--- src/sv/sda_pkg.sv ---
`default_nettype none
package sda_pkg;

	localparam int COORD_W    = 24;
	localparam int ABS_W      = COORD_W + 1;
	localparam int SQ_W       = 2 * ABS_W;
	localparam int SUM_W      = SQ_W + 1;
	localparam int SQRT_STEPS = 25;
	localparam int ROOT_W     = 26;
	localparam int RAD_W      = 24;
	localparam int DIV_STEPS  = 30;
	localparam int LOG_STEPS  = 16;
	localparam int EXP_STEPS  = 16;
	localparam int Q15_W      = 16;

	localparam logic [Q15_W-1:0] Q15_ONE     = 16'd32768;
	localparam logic [Q15_W-1:0] MIN_ROLLOFF = 16'd410;

	typedef enum logic [1:0] {
		SEL_CALC,
		SEL_ONE,
		SEL_ZERO
	} sel_t;

	typedef enum logic [2:0] {
		REG_INNER       = 3'd0,
		REG_OUTER       = 3'd1,
		REG_ROLLOFF     = 3'd2,
		REG_CHAN_GAIN   = 3'd3,
		REG_MASTER_GAIN = 3'd4,
		REG_POS_MODE    = 3'd5
	} reg_idx_t;

	// bitwise integer square root, elaboration use only
	function automatic logic [63:0] isqrt_c(input logic [63:0] v);
		logic [63:0] x;
		logic [63:0] r;
		logic [63:0] b;
		x = v;
		r = '0;
		b = 64'h4000_0000_0000_0000;
		for (int j = 0; j < 32; j++) begin
			if (x >= r + b) begin
				x = x - (r + b);
				r = (r >> 1) + b;
			end else begin
				r = r >> 1;
			end
			b = b >> 2;
		end
		return r;
	endfunction

	// 2^(-2^(-i)) in Q0.30, by repeated square roots of 0.5
	function automatic logic [29:0] exp_coef(input int i);
		logic [63:0] c;
		c = 64'd1 << 29;
		for (int j = 1; j < 17; j++) begin
			if (j <= i) begin
				c = isqrt_c(c << 30);
			end
		end
		return c[29:0];
	endfunction

endpackage
`default_nettype wire

--- src/sv/sda_isqrt.sv ---
`default_nettype none
module sda_isqrt (
	input  logic                       clk,
	input  logic                       arst_n,
	input  logic                       adv,
	input  logic                       vld_in,
	input  logic [sda_pkg::SUM_W-1:0]  rad_in,
	output logic                       vld_out,
	output logic [sda_pkg::ROOT_W-1:0] root_out
);

	localparam int N = sda_pkg::SQRT_STEPS;
	localparam int W = sda_pkg::SUM_W;

	logic [W-1:0] v_s [1:N];
	logic [W-1:0] r_s [1:N];
	logic         vld_s [1:N];

	// one result bit per stage, top bit first
	for (genvar s = 0; s < N; s++) begin : g_st
		localparam logic [W-1:0] BIT = W'(1) << (2 * (N - 1 - s));
		logic [W-1:0] v_i;
		logic [W-1:0] r_i;
		logic [W-1:0] t;
		logic         vi;

		if (s == 0) begin : g_first
			assign v_i = rad_in;
			assign r_i = '0;
			assign vi  = vld_in;
		end else begin : g_next
			assign v_i = v_s[s];
			assign r_i = r_s[s];
			assign vi  = vld_s[s];
		end

		assign t = r_i + BIT;

		always_ff @(posedge clk or negedge arst_n) begin
			if (!arst_n) begin
				vld_s[s+1] <= 1'b0;
			end else if (adv) begin
				vld_s[s+1] <= vi;
			end
		end

		always_ff @(posedge clk) begin
			if (adv) begin
				if (v_i >= t) begin
					v_s[s+1] <= v_i - t;
					r_s[s+1] <= (r_i >> 1) + BIT;
				end else begin
					v_s[s+1] <= v_i;
					r_s[s+1] <= r_i >> 1;
				end
			end
		end
	end

	assign vld_out  = vld_s[N];
	assign root_out = r_s[N][sda_pkg::ROOT_W-1:0];

endmodule
`default_nettype wire

--- config.mk ---
export PLATFORM = sky130hd
export DESIGN_NAME = sda_isqrt
export DESIGN_NICKNAME = d
export VERILOG_FILES = /design/src/sv/sda_pkg.sv /design/src/sv/sda_isqrt.sv
export SDC_FILE = /design/constraint.sdc
export NUM_CORES = 2
export LEC_CHECK = 0
export BUFFER_PORTS_ARGS = -buffer_cell sky130_fd_sc_hd__clkbuf_2
export CELL_PAD_IN_SITES_DETAIL_PLACEMENT = 0
export CELL_PAD_IN_SITES_GLOBAL_PLACEMENT = 2
export CORE_MARGIN = 4
export CORE_UTILIZATION = 35
export CTS_CLUSTER_SIZE = 28
export DETAILED_ROUTE_END_ITERATION = 10
export GPL_TIMING_DRIVEN = 0
export PLACE_DENSITY = 0.66
export SLEW_MARGIN = 20
export SYNTH_ARGS = -nofsm -noshare
export SYNTH_HDL_FRONTEND = slang
export SYNTH_SLANG_ARGS = --single-unit
--- constraint.sdc ---
create_clock -name clk -period 4.8 [get_ports clk]
set_input_delay 0.24 -clock clk [delete_from_list [all_inputs] [get_ports clk]]
set_output_delay 0.24 -clock clk [all_outputs]
set_load 0.005 [all_outputs]
==> results.json <==
{
  "synth_most_common_cell": "edfxtp_1",
  "max_freq_mhz": 219.2,
  "cts_sinks": 1574,
  "finalCritPeriodShare_pct": 95.06,
  "cp-start-kind": "flip-flop",
  "ff2ff_path_depth": 11,
  "slew_headroom_pct": 28.97,
  "cp.required_ns": 5.37,
  "die_area_um2": 222400,
  "io_pins": 82,
  "dp_hpwl_um": 147100,
  "status": "finished clean",
  "root_buffer": "clkbuf_16",
  "finClkSkew_ns": 0.08485,
  "synth_edf_count": 1549,
  "leakage_nw": 31.73,
  "grt_first_pass_wirelength_um": 291500,
  "seq_area_frac_synth_pct": 62.67,
  "syn-num-nets": 6384,
  "area_growth_pct": 14.69,
  "fillers": 19918,
  "gp_congestion": 0.8400,
  "synth_area_leaders": "edfxtp_1 62%, ha_1 5.8%, xnor2_1 3.1%",
  "hp-class": "in -> async",
  "final_area_um2": 86280,
  "rsz0062_at_grt": "no",
  "wirelength_um": 191500,
  "reg2reg_slack_ns": 0.24,
  "p_per_area_nw_per_um2": 450.3,
  "yosysUniqueCellTypes": 97,
  "crit_arrival_ns": 5.14,
  "setup_tns_ns": 0,
  "syn_area_um2": 75220,
  "core_area_um2": 212900,
  "grt.met3_usage_pct": 2.226,
  "final_layout_size_suffix_gt1_share_pct": 7.829,
  "ys.flop_type": "edfxtp_1",
  "core.rowCount": 169,
  "num_vias": 46976,
  "clock_path_buffers": 3,
  "setup_viol": 0,
  "die_w_um": 471.6,
  "dpl_cell_area_um2": 79790,
  "yosys.area.top_type_share_pct": 61.83,
  "vias_per_cell": 5.059,
  "cts_setup_buffers": 0,
  "tritoncts": "yes",
  "hold_viol": 0,
  "antenna_left": 0,
  "clkLatencyLatePin_ns": 0.86,
  "regToRegEndpoint": "v_s[19][48]",
  "grt_use_met1_pct": 23.22,
  "r2r_start": "r_s[9][22]",
  "drt_iter0_drc": 3045,
  "end_kind": "flip-flop",
  "port_buffers": 80,
  "cts_htree_levels": 4,
  "ys_seq_elements": 1574,
  "ys_async_sr_fraction_pct": 1.588,
  "grt.overflow.total": 0,
  "critPathMaxFanout": 8,
  "initial_core_util_pct": 35.33,
  "place_inst": 8902,
  "crit_type": "reg -> reg",
  "peakVddDrop_mv": 0.3622,
  "synth_top_area_cell": "edfxtp_1",
  "clkTransAtPathRegs_ns": 0.06,
  "grt_pass1_vias": 46867,
  "grtUsageMet2_pct": 28.82,
  "antenna_found_initial": 3,
  "tightest_slew_ns": 1.056,
  "cts_made_buffers": 176,
  "die_h_um": 471.6,
  "stdcell_count": 9285,
  "routedWlPerCell_um": 20.63,
  "first_pass_iters": 5,
  "finalCriticalPeriod_ns": 4.563,
  "syn_area_per_cell_um2": 12.58,
  "maxSlewViolCount": 0,
  "gr-max-usage-layer": "met2",
  "synth_common_cells": "1549 x edfxtp_1, 475 x nand2_1, 427 x inv_1",
  "post-route-drc-count": 0,
  "nets": 6718,
  "maxCapViolations": 0,
  "post-route-util_pct": 40.52,
  "grt_start_max_net_pins": 61,
  "syn_inst": 5981,
  "grt.total_usage_pct": 17.00,
  "yosys_warnings": 0
}
-- cell type report --
class                   count  area (um^2)  share of cell area (%)
clock buffers             203         4527                   5.247
well taps                2821         3530                   4.091
multi-input cells        3850        25990                   30.13
clock inverters           123         1391                   1.613
flip-flops and latches   1574        47140                   54.64
diodes                      1        2.502                0.002900
plain buffers             129        616.8                  0.7149
inverters                 428         1607                   1.862
repair buffers            156         1469                   1.703
-- critical path, stage by stage, from the launching register on --
cell and delay, ns:
edfxtp_1 0.45, inv_1 0.07, ha_1 0.36, a21o_1 0.26, a211o_1 0.29, a2111oi_1 0.84
nor4_1 0.16, nor4_1 0.68, or2_0 0.43, nand3b_1 0.41, nor4_1 0.11, xor2_1 0.29
-- metrics by stage --
stage          worst slack (ns)  power (mW)  hold slack (ns)
5_1_grt                 0.09076       40.92          0.03486
3_3_place_gp             -3.428       25.59           0.2616
4_1_cts                  0.1055       39.38          0.02483
2_1_floorplan             1.065       23.20         -0.05559
6_report                 0.2371       38.85          0.02374
3_5_place_dp             0.1423       25.58           0.2739
-- routing by layer --
layer | part of all wire (%) | up-vias | routed length [um]
met2 | 48 | 791 | 92700
met4 | 1.9 | 0 | 3572
met1 | 46 | 22884 | 88590
met3 | 3.5 | 240 | 6670
met5 | 0 | - | 0
li1 | - | 23061 | -
-- sequential cells by signal, summed over array words and instances, names as in the netlist --
signal and cells:
g_st.vi 24, r_s 325, vld_out 1, v_s 1224
-- report_power, final --
part | switching, mW | internal, mW | total [mW]
logic | 4.02 | 2.75 | 6.76
registers | 1.31 | 17.2 | 18.5
clock network | 5.82 | 7.74 | 13.6
-- repair_timing --
| action | in CTS | in global routing |
|---|---|---|
| endpoints found under the hold margin | 78 | 0 |
| hold buffers | 56 | 0 |
| endpoints found under the setup margin | 0 | 6 |
| resized for setup | 0 | 2 |
-- cells in the final DEF (no fill, tap or decap), drive strengths merged, types with 177 or more instances in the layout --
master,netlist,layout
a21oi,259,259
o21ai,358,358
nor3,177,177
nand2,475,475
nor4,212,212
ha,348,348
clkbuf,115,398
nor2,337,337
xor2,267,267
inv,428,434
xnor2,269,269
edfxtp,1549,1549
-- logic make-up after synthesis --
group,count (synthesis),share of synthesized area [%]
DFF,1574,62.67
AOI/OAI and AO/OA,1060,8.732
xor gates and xnor gates,536,6.251
other,1,0.004985
muxes,68,1.020
buffers and inverters,557,2.828
and+or+nand+nor,1837,12.71
adders and majority gates,348,5.788
-- how the worst max path moves through the flow --
stage | slack [ns] | end | from | cells after the start
2_1_floorplan | 1.06 | r_s[10][59] | adv | 5
3_3_place_gp | -3.43 | r_s[8][67] | adv | 6
3_5_place_dp | 0.14 | v_s[19][27] | r_s[9][24] | 11
4_1_cts | 0.11 | v_s[19][27] | r_s[9][24] | 11
5_1_grt | 0.09 | v_s[19][44] | r_s[9][24] | 11
6_report | 0.24 | v_s[19][48] | r_s[9][22] | 11
No activity file was read; power rests on OpenSTA's default activity.
