**src/sv/sda_pkg.sv**
```systemverilog
`default_nettype none
package sda_pkg;

	localparam int COORD_W    = 24;
	localparam int ABS_W      = COORD_W + 1;
	localparam int SQ_W       = 2 * ABS_W;
	localparam int SUM_W      = SQ_W + 1;
	localparam int SQRT_STEPS = 25;
	localparam int ROOT_W     = 26;
	localparam int RAD_W      = 24;
	localparam int DIV_STEPS  = 30;
	localparam int LOG_STEPS  = 16;
	localparam int EXP_STEPS  = 16;
	localparam int Q15_W      = 16;

	localparam logic [Q15_W-1:0] Q15_ONE     = 16'd32768;
	localparam logic [Q15_W-1:0] MIN_ROLLOFF = 16'd410;

	typedef enum logic [1:0] {
		SEL_CALC,
		SEL_ONE,
		SEL_ZERO
	} sel_t;

	typedef enum logic [2:0] {
		REG_INNER       = 3'd0,
		REG_OUTER       = 3'd1,
		REG_ROLLOFF     = 3'd2,
		REG_CHAN_GAIN   = 3'd3,
		REG_MASTER_GAIN = 3'd4,
		REG_POS_MODE    = 3'd5
	} reg_idx_t;

	// bitwise integer square root, elaboration use only
	function automatic logic [63:0] isqrt_c(input logic [63:0] v);
		logic [63:0] x;
		logic [63:0] r;
		logic [63:0] b;
		x = v;
		r = '0;
		b = 64'h4000_0000_0000_0000;
		for (int j = 0; j < 32; j++) begin
			if (x >= r + b) begin
				x = x - (r + b);
				r = (r >> 1) + b;
			end else begin
				r = r >> 1;
			end
			b = b >> 2;
		end
		return r;
	endfunction

	// 2^(-2^(-i)) in Q0.30, by repeated square roots of 0.5
	function automatic logic [29:0] exp_coef(input int i);
		logic [63:0] c;
		c = 64'd1 << 29;
		for (int j = 1; j < 17; j++) begin
			if (j <= i) begin
				c = isqrt_c(c << 30);
			end
		end
		return c[29:0];
	endfunction

endpackage
`default_nettype wire

```
**src/sv/sda_div.sv**
```systemverilog
`default_nettype none
module sda_div (
	input  logic                          clk,
	input  logic                          arst_n,
	input  logic                          adv,
	input  logic                          vld_in,
	input  sda_pkg::sel_t                 sel_in,
	input  logic [sda_pkg::RAD_W-1:0]     num_in,
	input  logic [sda_pkg::RAD_W-1:0]     den_in,
	output logic                          vld_out,
	output sda_pkg::sel_t                 sel_out,
	output logic [sda_pkg::DIV_STEPS-1:0] quo_out
);

	localparam int N = sda_pkg::DIV_STEPS;
	localparam int RW = sda_pkg::RAD_W;

	logic [RW-1:0] rem_s [1:N];
	logic [RW-1:0] den_s [1:N];
	logic [N-1:0]  quo_s [1:N];
	sda_pkg::sel_t sel_s [1:N];
	logic          vld_s [1:N];

	// restoring divide of num * 2^30 by den, num below den
	for (genvar s = 0; s < N; s++) begin : g_st
		logic [RW-1:0] rem_i;
		logic [RW-1:0] den_i;
		logic [N-1:0]  quo_i;
		sda_pkg::sel_t sel_i;
		logic          vi;
		logic [RW:0]   r2;
		logic [RW:0]   diff;
		logic          ge;

		if (s == 0) begin : g_first
			assign rem_i = num_in;
			assign den_i = den_in;
			assign quo_i = '0;
			assign sel_i = sel_in;
			assign vi    = vld_in;
		end else begin : g_next
			assign rem_i = rem_s[s];
			assign den_i = den_s[s];
			assign quo_i = quo_s[s];
			assign sel_i = sel_s[s];
			assign vi    = vld_s[s];
		end

		assign r2   = {rem_i, 1'b0};
		assign ge   = r2 >= {1'b0, den_i};
		assign diff = r2 - {1'b0, den_i};

		always_ff @(posedge clk or negedge arst_n) begin
			if (!arst_n) begin
				vld_s[s+1] <= 1'b0;
			end else if (adv) begin
				vld_s[s+1] <= vi;
			end
		end

		always_ff @(posedge clk) begin
			if (adv) begin
				rem_s[s+1] <= ge ? diff[RW-1:0] : r2[RW-1:0];
				den_s[s+1] <= den_i;
				quo_s[s+1] <= {quo_i[N-2:0], ge};
				sel_s[s+1] <= sel_i;
			end
		end
	end

	assign vld_out = vld_s[N];
	assign sel_out = sel_s[N];
	assign quo_out = quo_s[N];

endmodule
`default_nettype wire

```
**config.mk**
```make
export PLATFORM = sky130hd
export DESIGN_NAME = sda_div
export DESIGN_NICKNAME = d
export VERILOG_FILES = /design/src/sv/sda_pkg.sv /design/src/sv/sda_div.sv
export SDC_FILE = /design/constraint.sdc
export NUM_CORES = 2
export LEC_CHECK = 0
export ABC_CLOCK_PERIOD_IN_PS = 9100
export BUFFER_PORTS_ARGS = -buffer_cell sky130_fd_sc_hd__buf_2
export CORE_MARGIN = 2
export CORE_UTILIZATION = 63
export DETAILED_ROUTE_END_ITERATION = 10
export PLACE_DENSITY_LB_ADDON = 0.25
export SKIP_LAST_GASP = 1
export SLEW_MARGIN = 20
export SYNTH_ARGS = -nofsm -noshare
export SYNTH_HDL_FRONTEND = slang
export SYNTH_SLANG_ARGS = --single-unit
export TNS_END_PERCENT = 5
```
**constraint.sdc**
```tcl
create_clock -name clk -period 9.1 [get_ports clk]
set_input_delay 1.365 -clock clk [delete_from_list [all_inputs] [get_ports clk]]
set_output_delay 1.365 -clock clk [all_outputs]
set_load 0.05 [all_outputs]
```
==> impl_metrics.yaml <==
outcome:
  outcome: "finished clean"
setup_path:
  crit_start: "rem_s[3][79]"
  cp-end-kind: "flop"
  worst-path-max-fanout: 25
  r2r-start: "rem_s[3][79]"
  rr_worst_depth: 11
  crit_path_cell_trace: "ha_1, a21o_1, a21o_1, a21oi_1, o31ai_1, o21ba_1, o221ai_2, o21ai_2, a311o_1, a41oi_4, mux2_2"
  cp_slowest_cell: "a41oi_4"
  r2r_slack_ns: 4.93
  worstSetupStartpointType: "flop"
  crit_path_frequent_cell: "a21o_1"
  critical_path_class: "flop to flop"
  worstPathRequired_ns: 9.69
  cp_data_arrival_time_ns: 4.76
  critPathMaxStageDelay_ns: 0.87
  r2r-end: "rem_s[4][2]"
  crit_path_end: "rem_s[4][2]"
routing:
  dr_total_vias: 64655
  drt_iter0_drc: 5720
  routed_wl_um: 213000
  vias_per_cell: 5.92
  post-route-drc-count: 0
  dr.pass1.iters: 6
  routedWlPerCell_um: 19.5
  ant_nets: 0
pwr:
  totalPowerFinal_mw: 39.5
  peakVddDrop_v: 0.000296
  power.density_nw_per_um2: 355
  static-leakage-power_nw: 45.1
clock_tree:
  cts_root_buf: "clkbuf_16"
  cts_buffers: 199
  postCtsHoldBufs: 0
  clk_latency_ns: 0.85
  cts_resized: 0
  clock_path_buffers: 3
  cts.clk_slew.worst_paths_ns: 0.06
  cts.sinks: 1947
  postCtsSetupBuffers: 0
  htreeDepth: 4
  tritoncts: "done"
layout:
  diodes: 0
  finish.net_count: 9401
  drive_gt1_share_pct: 9.41
  areaGrowthSynthToFinish_pct: 9.31
hold_path:
  min_path_type: "flop to flop"
  hp-start: "quo_s[7][1]"
sta:
  min_period_ns: 4.17
  finalSetupViolations: 0
  skew_ns: 0.0379
  tightest_slew_ns: 1.04
  slew_viol_final: 0
  max_slew_margin_pct: 30.1
  setup_tns_ns: 0
  fmax_mhz: 240
  rsz0062_at_grt: "no"
  period_share_pct: 45.8
  final_hold_viol_count: 0
logic_synthesis:
  synth_compound_area_share_pct: 12.5
  async_reset_ff_share_pct: 1.54
  synth_seq_cells: 1947
  netlist_top_cells_count: "1917 x edfxtp_1, 901 x inv_1, 719 x ha_1"
  yosysTopAreaCell: "edfxtp_1"
  synth_edf_count: 1917
  synth_top_family_by_area: "compound AO/OA/AOI/OAI gates"
  synth_top_area_share_pct: 56.5
  syn_area_um2: 102000
  synthMuxAreaShare_pct: 3.99
  syn-instance-count: 8419
  seq_area_frac_synth_pct: 57.3
  synth.distinct_cells: 94
  synthSimpleGateAreaFrac_pct: 8.14
  avgSynthCellArea_um2: 12.1
  syn_nets: 9221
  ys.flop_type: "edfxtp_1"
  synth_xor_area_share_pct: 4.65
  synthAdderAreaFrac_pct: 9.41
  yosysMostFrequentCell: "edfxtp_1"
  ys_top_cells_by_area: "edfxtp_1 57%, ha_1 8.8%, mux2_2 3.4%, inv_1 3.3%, o21ai_0 2.8%"
  ys_warn_count: 0
die:
  dieWidth_um: 406
  num_rows: 147
  start_util_pct: 63.4
  die-height_um: 406
  coreArea_um2: 161000
  ios: 87
  die-area_um2: 165000
global_routing:
  grt_start_max_net_pins: 177
  groute.usage.overall_pct: 25.8
  antenna_found_initial: 1
  grt_pass1_wl_um: 337000
  grt_overflow: 0
  grt_pass1_vias: 63406
place:
  numPortBuffers: 86
  gp_congestion: 0.919
  post-dp-hpwl_um: 154000
run:
  max-cap-violations: 0
## worst max-delay path, delay by kind of cell, from the launching register on
family,cells,cell delay [ns]
AOI/OAI and AO/OA,9,2.67
adders and majority gates,1,0.39
DFF,1,0.40
muxes,1,0.41
## layer usage
layer | global-route usage (%) | vias up | wire length (um)
met4 | 8.75 | 2 | 6820
met1 | 33.8 | 31277 | 90200
met5 | 0 | - | 20
li1 | - | 31219 | -
met2 | 44.4 | 1731 | 106000
met3 | 3.34 | 426 | 10100
## how the worst min path moves through the flow
| stage | to | cells past startpoint |
|---|---|---|
| floorplan | quo_s[10][1] | 0 |
| global placement | sel_s[4][0] | 0 |
| detailed placement | quo_s[11][3] | 0 |
| CTS | quo_s[8][2] | 0 |
| global route | quo_s[8][2] | 0 |
| finish | quo_s[8][2] | 0 |
## area by class of cell
class,count,area (um^2)
Sequential cell,1947,58300
Clock buffer,228,5110
Clock inverter,141,1250
Multi-Input combinational cell,5420,39600
Tap cell,2160,2700
Inverter,901,3380
Timing Repair Buffer,130,968
Fill cell,11359,49300
## where the power goes
| group | total (mW) | internal [mW] | switching, mW |
|---|---|---|---|
| Sequential | 14.6 | 13.2 | 1.41 |
| Clock | 7.92 | 4.40 | 3.51 |
| Combinational | 17.0 | 7.58 | 9.45 |
## cells in the final DEF (no fill, tap or decap), types with 94 or more instances in the layout
master and count:
a21o_1 290, a21oi_1 474, clkbuf_16 200, edfxtp_1 1917
ha_1 719, inv_1 901, mux2_2 308, nand2_1 616
nand3_1 122, nor2_1 405, nor2b_1 100, nor3_1 127
o21a_1 94, o21ai_0 571, xnor2_1 304, xor2_1 237
## state kept, by name, indices dropped and copies added, names as in the netlist
signal and flops:
den_s 696, quo_s 465, vld_out 1, g_st.vi 29
sel_s 60, rem_s 696
## through the flow
stage / util, % / hold slack (ns) / instance area [um^2] / setup slack [ns] / instances
2_1_floorplan: - / 0.400 / 102000 / 4.90 / 8419
3_3_place_gp: 65.3 / 0.400 / 105000 / 4.36 / 10554
3_5_place_dp: 65.3 / 0.405 / 105000 / 4.36 / 10554
4_1_cts: 69.2 / 0.387 / 111000 / 4.75 / 10923
5_1_grt: 69.3 / 0.384 / 111000 / 4.68 / 10927
6_report: 69.3 / 0.402 / 111000 / 4.93 / 10927
## cells by family after synthesis
logic type	Yosys count
xor gates and xnor gates	541
and+or+nand+nor	1762
buffers and inverters	1052
muxes	363
DFF	1947
AOI/OAI and AO/OA	2006
adders and majority gates	748
No activity file was read; power rests on OpenSTA's default activity.
